## src/rtl/smcp_pkg.sv

```systemverilog
// Package for the serial move command parser.
// Holds the parse phase and event codes, the line state and result types,
// and small character class helpers. No dependencies.
package smcp_pkg;

    // phase of the "x %d y %d z %d" matcher
    typedef enum logic [3:0] {
        PH_X     = 4'd0,
        PH_PRE_X = 4'd1,
        PH_NUM_X = 4'd2,
        PH_Y     = 4'd3,
        PH_PRE_Y = 4'd4,
        PH_NUM_Y = 4'd5,
        PH_Z     = 4'd6,
        PH_PRE_Z = 4'd7,
        PH_NUM_Z = 4'd8,
        PH_DONE  = 4'd9,
        PH_FAIL  = 4'd10
    } phase_t;

    // kind of a result item
    typedef enum logic [2:0] {
        EV_MOVE      = 3'd0,
        EV_INIT      = 3'd1,
        EV_BUF_OVF   = 3'd2,
        EV_QUEUE_OVF = 3'd3,
        EV_BAD_LINE  = 3'd4
    } event_kind_t;

    localparam logic [7:0] CHAR_NEWLINE = 8'd10;
    localparam logic [7:0] CHAR_NUL     = 8'd0;
    localparam logic [7:0] CHAR_SPACE   = 8'd32;
    localparam logic [7:0] CHAR_TAB     = 8'd9;
    localparam logic [7:0] CHAR_CR      = 8'd13;
    localparam logic [7:0] CHAR_PLUS    = 8'h2B;
    localparam logic [7:0] CHAR_MINUS   = 8'h2D;
    localparam logic [7:0] CHAR_ZERO    = 8'h30;
    localparam logic [7:0] CHAR_NINE    = 8'h39;
    localparam logic [7:0] CHAR_X       = 8'h78;
    localparam logic [7:0] CHAR_Y       = 8'h79;
    localparam logic [7:0] CHAR_Z       = 8'h7A;

    // letters of the init line, and progress codes of that match
    localparam logic [7:0] INIT_WORD [4] = '{8'h69, 8'h6E, 8'h69, 8'h74};
    localparam logic [2:0] INIT_DONE = 3'd4;
    localparam logic [2:0] INIT_FAIL = 3'd7;

    // everything the parser keeps between bytes of one line
    typedef struct packed {
        logic [6:0]  len;
        phase_t      phase;
        logic [2:0]  init;
        logic        neg;
        logic        digit;
        logic [31:0] acc;
        logic [31:0] vx;
        logic [31:0] vy;
        logic        ended;
    } line_state_t;

    localparam line_state_t LINE_CLEAR = '{
        len: 7'd0, phase: PH_X, init: 3'd0, neg: 1'b0, digit: 1'b0,
        acc: 32'd0, vx: 32'd0, vy: 32'd0, ended: 1'b0
    };

    // payload of one result item
    typedef struct packed {
        event_kind_t        kind;
        logic signed [31:0] x;
        logic signed [31:0] y;
        logic signed [31:0] z;
    } result_t;

    function automatic logic is_space(logic [7:0] c);
        return (c == CHAR_SPACE) || ((c >= CHAR_TAB) && (c <= CHAR_CR));
    endfunction

    function automatic logic is_digit(logic [7:0] c);
        return (c >= CHAR_ZERO) && (c <= CHAR_NINE);
    endfunction

endpackage

```

## src/rtl/smcp_parser.sv

```systemverilog
// Line state registers and the per-byte parse step of the move parser.
// Depends on smcp_pkg for the state, phase and result types.
module smcp_parser
    import smcp_pkg::*;
#(
    parameter int BUF_SIZE    = 64,
    parameter int QUEUE_DEPTH = 16
)
(
    input  logic        clk,
    input  logic        rst_n,
    input  logic        step_en,
    input  logic [7:0]  char_byte,
    input  logic [7:0]  queued_moves,
    output logic        has_result,
    output result_t     result
);

    localparam logic [6:0] LEN_MAX  = 7'(BUF_SIZE - 1);
    localparam logic [7:0] Q_LIMIT  = 8'(QUEUE_DEPTH);

    line_state_t st_reg;
    line_state_t st_next;

    // accumulated number with its sign applied
    function automatic logic [31:0] signed_value(line_state_t s);
        return s.neg ? (~s.acc + 32'd1) : s.acc;
    endfunction

    // one nonzero byte through the pattern matcher
    function automatic line_state_t feed_byte(line_state_t s, logic [7:0] c);
        line_state_t r;
        phase_t      ph;
        phase_t      num_ph;
        logic        go;
        r  = s;
        ph = s.phase;
        go = 1'b1;
        if (ph == PH_NUM_X || ph == PH_NUM_Y || ph == PH_NUM_Z)
        begin
            go = 1'b0;
            if (is_digit(c))
            begin
                r.acc   = (s.acc << 3) + (s.acc << 1) + {28'd0, c[3:0]};
                r.digit = 1'b1;
            end
            else if (!s.digit)
            begin
                r.phase = PH_FAIL;
            end
            else if (ph == PH_NUM_Z)
            begin
                r.phase = PH_DONE;
            end
            else if (ph == PH_NUM_X)
            begin
                r.vx = signed_value(s);
                ph   = PH_Y;
                go   = 1'b1;
            end
            else
            begin
                r.vy = signed_value(s);
                ph   = PH_Z;
                go   = 1'b1;
            end
            r.phase = go ? ph : r.phase;
        end
        if (go)
        begin
            num_ph = (ph == PH_PRE_X) ? PH_NUM_X : (ph == PH_PRE_Y) ? PH_NUM_Y : PH_NUM_Z;
            unique case (ph)
                PH_X:
                begin
                    r.phase = (c == CHAR_X) ? PH_PRE_X : PH_FAIL;
                end
                PH_Y:
                begin
                    if (!is_space(c))
                        r.phase = (c == CHAR_Y) ? PH_PRE_Y : PH_FAIL;
                end
                PH_Z:
                begin
                    if (!is_space(c))
                        r.phase = (c == CHAR_Z) ? PH_PRE_Z : PH_FAIL;
                end
                PH_PRE_X, PH_PRE_Y, PH_PRE_Z:
                begin
                    if (!is_space(c))
                    begin
                        r.neg   = 1'b0;
                        r.digit = 1'b0;
                        r.acc   = 32'd0;
                        if (c == CHAR_PLUS)
                        begin
                            r.phase = num_ph;
                        end
                        else if (c == CHAR_MINUS)
                        begin
                            r.neg   = 1'b1;
                            r.phase = num_ph;
                        end
                        else if (is_digit(c))
                        begin
                            r.acc   = {28'd0, c[3:0]};
                            r.digit = 1'b1;
                            r.phase = num_ph;
                        end
                        else
                        begin
                            r.phase = PH_FAIL;
                        end
                    end
                end
                default:
                begin
                    r.phase = ph;
                end
            endcase
        end
        return r;
    endfunction

    // end of string: a third number that ends here is complete
    function automatic phase_t finish_phase(line_state_t s);
        if (s.phase == PH_NUM_Z && s.digit)
            return PH_DONE;
        else if (s.phase != PH_DONE)
            return PH_FAIL;
        else
            return PH_DONE;
    endfunction

    // next line state and result item for the byte in the input register
    always_comb
    begin
        line_state_t fed;
        st_next    = st_reg;
        has_result = 1'b0;
        result     = '{kind: EV_BAD_LINE, x: 32'sd0, y: 32'sd0, z: 32'sd0};
        fed        = feed_byte(st_reg, char_byte);
        if (st_reg.len >= LEN_MAX)
        begin
            st_next     = LINE_CLEAR;
            has_result  = 1'b1;
            result.kind = EV_BUF_OVF;
        end
        else if (char_byte != CHAR_NEWLINE)
        begin
            st_next.len = st_reg.len + 7'd1;
            if (!st_reg.ended)
            begin
                if (char_byte == CHAR_NUL)
                begin
                    st_next.ended = 1'b1;
                    st_next.phase = finish_phase(st_reg);
                end
                else
                begin
                    st_next      = fed;
                    st_next.len  = st_reg.len + 7'd1;
                    if (st_reg.init < INIT_DONE && char_byte == INIT_WORD[st_reg.init[1:0]])
                        st_next.init = st_reg.init + 3'd1;
                    else
                        st_next.init = INIT_FAIL;
                end
            end
        end
        else
        begin
            st_next    = LINE_CLEAR;
            has_result = 1'b1;
            if (queued_moves > Q_LIMIT)
            begin
                result.kind = EV_QUEUE_OVF;
            end
            else if (!st_reg.ended && st_reg.init == INIT_DONE)
            begin
                result.kind = EV_INIT;
            end
            else
            begin
                if (!st_reg.ended)
                    fed.phase = finish_phase(fed);
                else
                    fed = st_reg;
                if (fed.phase == PH_DONE)
                begin
                    result.kind = EV_MOVE;
                    result.x    = fed.vx;
                    result.y    = fed.vy;
                    result.z    = signed_value(fed);
                end
            end
        end
    end

    // line state register
    always_ff @(posedge clk or negedge rst_n)
    begin
        if (!rst_n)
            st_reg <= LINE_CLEAR;
        else if (step_en)
            st_reg <= st_next;
    end

endmodule

```

## src/rtl/serial_move_command_parser.sv

```systemverilog
// Top level of the serial move command parser: input register, parse
// step and result register. Depends on smcp_pkg and smcp_parser.
//
//  channel  | handshake               | payload
//  ---------+-------------------------+------------------------------------
//  byte     | byte_valid, byte_stall  | char_byte, queued_moves
//  event    | event_valid,event_stall | event_kind, steps_x/y/z
//
// one item per cycle while byte_stall is low; a byte's result, if any, is
// loaded into the result register when the parse step takes the byte
// the parse step is one pass of logic over the line state registers
// reset clears the line state and both valid flags; no clearing pass
// a stalled result blocks only a byte that would produce another result
module serial_move_command_parser
    import smcp_pkg::*;
#(
    parameter int BUF_SIZE    = 64,
    parameter int QUEUE_DEPTH = 16
)
(
    input  logic               clk,
    input  logic               rst_n,
    input  logic               byte_valid,
    output logic               byte_stall,
    input  logic [7:0]         char_byte,
    input  logic [7:0]         queued_moves,
    output logic               event_valid,
    input  logic               event_stall,
    output logic [2:0]         event_kind,
    output logic signed [31:0] steps_x,
    output logic signed [31:0] steps_y,
    output logic signed [31:0] steps_z
);

    logic       in_valid_reg;
    logic [7:0] in_char_reg;
    logic [7:0] in_queued_reg;
    logic       out_valid_reg;
    result_t    out_reg;
    logic       step_en;
    logic       has_result;
    result_t    result;

    // parse step runs when its result, if any, has somewhere to go
    assign step_en    = in_valid_reg && (!has_result || !out_valid_reg || !event_stall);
    assign byte_stall = in_valid_reg && !step_en;

    smcp_parser #(
        .BUF_SIZE    (BUF_SIZE),
        .QUEUE_DEPTH (QUEUE_DEPTH)
    ) u_parser (
        .clk          (clk),
        .rst_n        (rst_n),
        .step_en      (step_en),
        .char_byte    (in_char_reg),
        .queued_moves (in_queued_reg),
        .has_result   (has_result),
        .result       (result)
    );

    // input register
    always_ff @(posedge clk or negedge rst_n)
    begin
        if (!rst_n)
            in_valid_reg <= 1'b0;
        else if (!byte_stall)
            in_valid_reg <= byte_valid;
    end

    always_ff @(posedge clk)
    begin
        if (!byte_stall && byte_valid)
        begin
            in_char_reg   <= char_byte;
            in_queued_reg <= queued_moves;
        end
    end

    // result register
    always_ff @(posedge clk or negedge rst_n)
    begin
        if (!rst_n)
            out_valid_reg <= 1'b0;
        else if (step_en && has_result)
            out_valid_reg <= 1'b1;
        else if (!event_stall)
            out_valid_reg <= 1'b0;
    end

    always_ff @(posedge clk)
    begin
        if (step_en && has_result)
            out_reg <= result;
    end

    assign event_valid = out_valid_reg;
    assign event_kind  = out_reg.kind;
    assign steps_x     = out_reg.x;
    assign steps_y     = out_reg.y;
    assign steps_z     = out_reg.z;

endmodule
```

## config.mk

```make
export PLATFORM = sky130hd
export DESIGN_NAME = serial_move_command_parser
export DESIGN_NICKNAME = d
export VERILOG_FILES = /design/src/rtl/smcp_pkg.sv /design/src/rtl/smcp_parser.sv /design/src/rtl/serial_move_command_parser.sv
export SDC_FILE = /design/constraint.sdc
export NUM_CORES = 1
export LEC_CHECK = 0
export ABC_AREA = 1
export BUFFER_PORTS_ARGS = -buffer_cell sky130_fd_sc_hd__buf_2
export CORE_ASPECT_RATIO = 1.4
export CORE_MARGIN = 2
export CORE_UTILIZATION = 65
export DETAILED_ROUTE_END_ITERATION = 10
export PLACE_DENSITY = 0.85
export SYNTH_ARGS = -nofsm -noshare
export SYNTH_HDL_FRONTEND = slang
export SYNTH_SLANG_ARGS = --single-unit
```

## constraint.sdc

```tcl
create_clock -name clk -period 10.4 [get_ports clk]
set_input_delay 2.08 -clock clk [delete_from_list [all_inputs] [get_ports clk]]
set_output_delay 2.08 -clock clk [all_outputs]
set_load 0.1 [all_outputs]
```

==> run metrics <==
TritonRoute pass-1 iters=5; Max Slew Vio Count=0; power per cell area=288 mW/mm^2; routability congestion estimate=1.02; port bufs=120; FP Rows=66; TritonCTS Buffers=24; sequential area share after synthesis=41.2%; worst setup margin=5.49 ns; Hold Buf Count CTS=0; DP HPWL=31.8 mm; syn_nets=~2100; unrepaired setup endpoints after global routing=no; fmax=204 MHz; global-route wire length before repair=a little over 70 mm; critical path peak fanout=79; commonest non-fill, non-tap cell in the layout=nand2_1; Setup CP Type=reg2reg; WHS=0.477 ns; Final Hold Fails=0; vias=roughly 15000; # nets final=between 2000 and 2500; largest net degree at the start of global routing=80; Netlist cell types=56; final cell count without fillers=2409; clock root buffer master=clkbuf_16; syn avg cell area=about 7.6 sq um; clk buf depth=3; warnings from Yosys=0; die height=around 190 um; Post-CTS Setup Bufs=0; Gate Count Post-Synth=about 2000; dpl ws=5.50 ns; final number of setup-violating endpoints=0; Slew headroom=31.8%; I/O pin cnt=121; Antenna Nets Post-Route=0; core box area=around 0.023 sq mm; Switching Share=50.9%; Gate power share=54.3%; measured slew at the worst slew-check pin=1.02 ns; Ant. Diodes=0; vias in the first global route=14300; post-synthesis register bit count=230; initial antenna violation count=0; Post-synth ARST share=50.0%; CP arrival=5.22 ns; P_sw=2470 uW; Wirelength per Cell=18.7 um; LEAKAGE=0.00769 uW; share of power burned in registers=around 27%; total routed wirelength=roughly 45 mm; Tot Pwr=4850 uW; CTS tree=built; CTS sink count=230; Die Area=0.0249 sq mm; worst hold path class=reg2reg; Clk network pwr share=18.3%; Int Power=~2400 uW; Tcrit/Tclk final=47.2%; most frequent cells in the layout=nand2_1 (464), inv_1 (223), nor2_1 (167), a21oi_1 (167), o21ai_0 (160); Layout area overhead=9.67%; placed cell count=2365; Post-Syn Area=0.0154 sq mm; share of layout cells above drive strength 1=around an eighth; crit start category=register; H-tree depth=1; Initial Util=66.2%; Setup TNS=0 ns; EDFF count, synth=between 100 and 150; CP required=10.71 ns; fillers=1866; outcome=complete, no violations; Final min period=about 4.9 ns; peak supply drop=204 uV; Total GRT Usage=36.6%; insertion delay to the later sink of the worst-skew pair=0.55 ns; clock-pin slew of the registers on the worst-case setup and hold paths=~0.060 ns; CP Capture Type=register; vias per cell=6.05; maxcap violations=0; Post-CTS Resized=0; most common flop cell mapped by yosys=edfxtp_1; clock skew=0.0250 ns; number of DRC markers in iteration 0=1303; GR Overflow Total=0; # DRC=0; max reg flops=113; DIE WIDTH=134 um
==> power groups by stage <==
| stage | logic (uW) | registers (uW) | clock network, uW |
|---|---|---|---|
| after global routing | 2940 | 1350 | 919 |
| final | 2630 | 1330 | 885 |
| after detailed placement | 2560 | 1330 | 0 |
| after global placement | 2520 | 1330 | 0 |
| after CTS | 2580 | 1320 | 889 |
| after floorplan | 1930 | 1300 | 0 |
==> synthesized netlist by cell type (all sizes together) (14+ instances only) <==
cell type / count / share of area, %
xor2: 39 / 2.2
o21ai: 173 / 5.7
buf: 39 / 1.6
nor3: 23 / 0.92
edfxtp: 115 / 22
a211oi: 14 / 0.68
nor2: 177 / 4.6
clkbuf: 49 / 1.2
dfrtp: 115 / 19
ha: 66 / 5.4
nand3: 144 / 5.0
nand4: 26 / 1.1
o22ai: 60 / 2.4
a21oi: 178 / 6.1
nand2: 475 / 12
inv: 235 / 5.7
==> cell type report <==
class	instances	area, sq um	area share (%)
Timing Repair Buffer	133	701	4.16
Inverter	240	903	5.37
Multi-Input combinational cell	1456	7710	45.8
Clock inverter	17	184	1.09
Sequential cell	230	6330	37.6
Clock buffer	27	622	3.69
Tap cell	306	383	2.27
==> final timing paths <==
check                                      from                    to  slack, ns  cells past startpoint
max                              in_char_reg[3]           steps_z[27]       5.49                     20
min reg2reg                u_parser.st_reg[110]  u_parser.st_reg[110]       0.48                      1
min in group asynchronous                 rst_n  u_parser.st_reg[107]       1.35                      1
min                        u_parser.st_reg[110]  u_parser.st_reg[110]       0.48                      1
max in group asynchronous                 rst_n   u_parser.st_reg[16]       7.35                      3
max reg2reg                      in_char_reg[3]           steps_z[27]       5.49                     20
==> critical path, stage by stage (launching register included) <==
cell and delay (ns):
edfxtp_1 0.55, inv_2 0.16, nor2_4 0.05, nand2_1 0.08, nand3_2 0.11, nand2_4 0.20, nand3b_4 0.43, nand2_4 0.25
nand3_2 0.13, nand3_4 0.18, nand2_4 0.36, a21oi_1 0.33, nand3_1 0.11, nand2_1 0.08, inv_1 0.04, nand2_1 0.06
nand2_2 0.07, nand2_4 0.69, clkinv_2 0.49, nand2_1 0.19, nor2_1 0.05
==> routing by layer <==
metal / global-route usage, % / vias up / wire (um)
met5: 0 / - / 0
met1: 40.7 / 6725 / 15900
met2: 63.8 / 723 / 22300
met4: 28.3 / 0 / 3870
met3: 4.60 / 208 / 3030
li1: - / 6924 / -
==> logic make-up (layout without fill, tap and decap cells) <==
logic type / count (synthesis) / after routing / share of synthesized area [%]
DFF: 230 / 230 / 41.2
muxes: 1 / 1 / 0.0734
xor gates and xnor gates: 47 / 47 / 2.68
and+or+nand+nor: 877 / 877 / 25.0
AOI/OAI and AO/OA: 463 / 463 / 16.7
buffers and inverters: 328 / 417 / 8.65
adders and majority gates: 68 / 68 / 5.64
==> metrics by stage <==
stage               util, %  area, sq um
global placement       69.1        16000
global route           72.6        16800
CTS                    72.6        16800
detailed placement     69.1        16000
floorplan                 -        15400
finish                 72.6        16800
(Power assumes the default switching activity.)
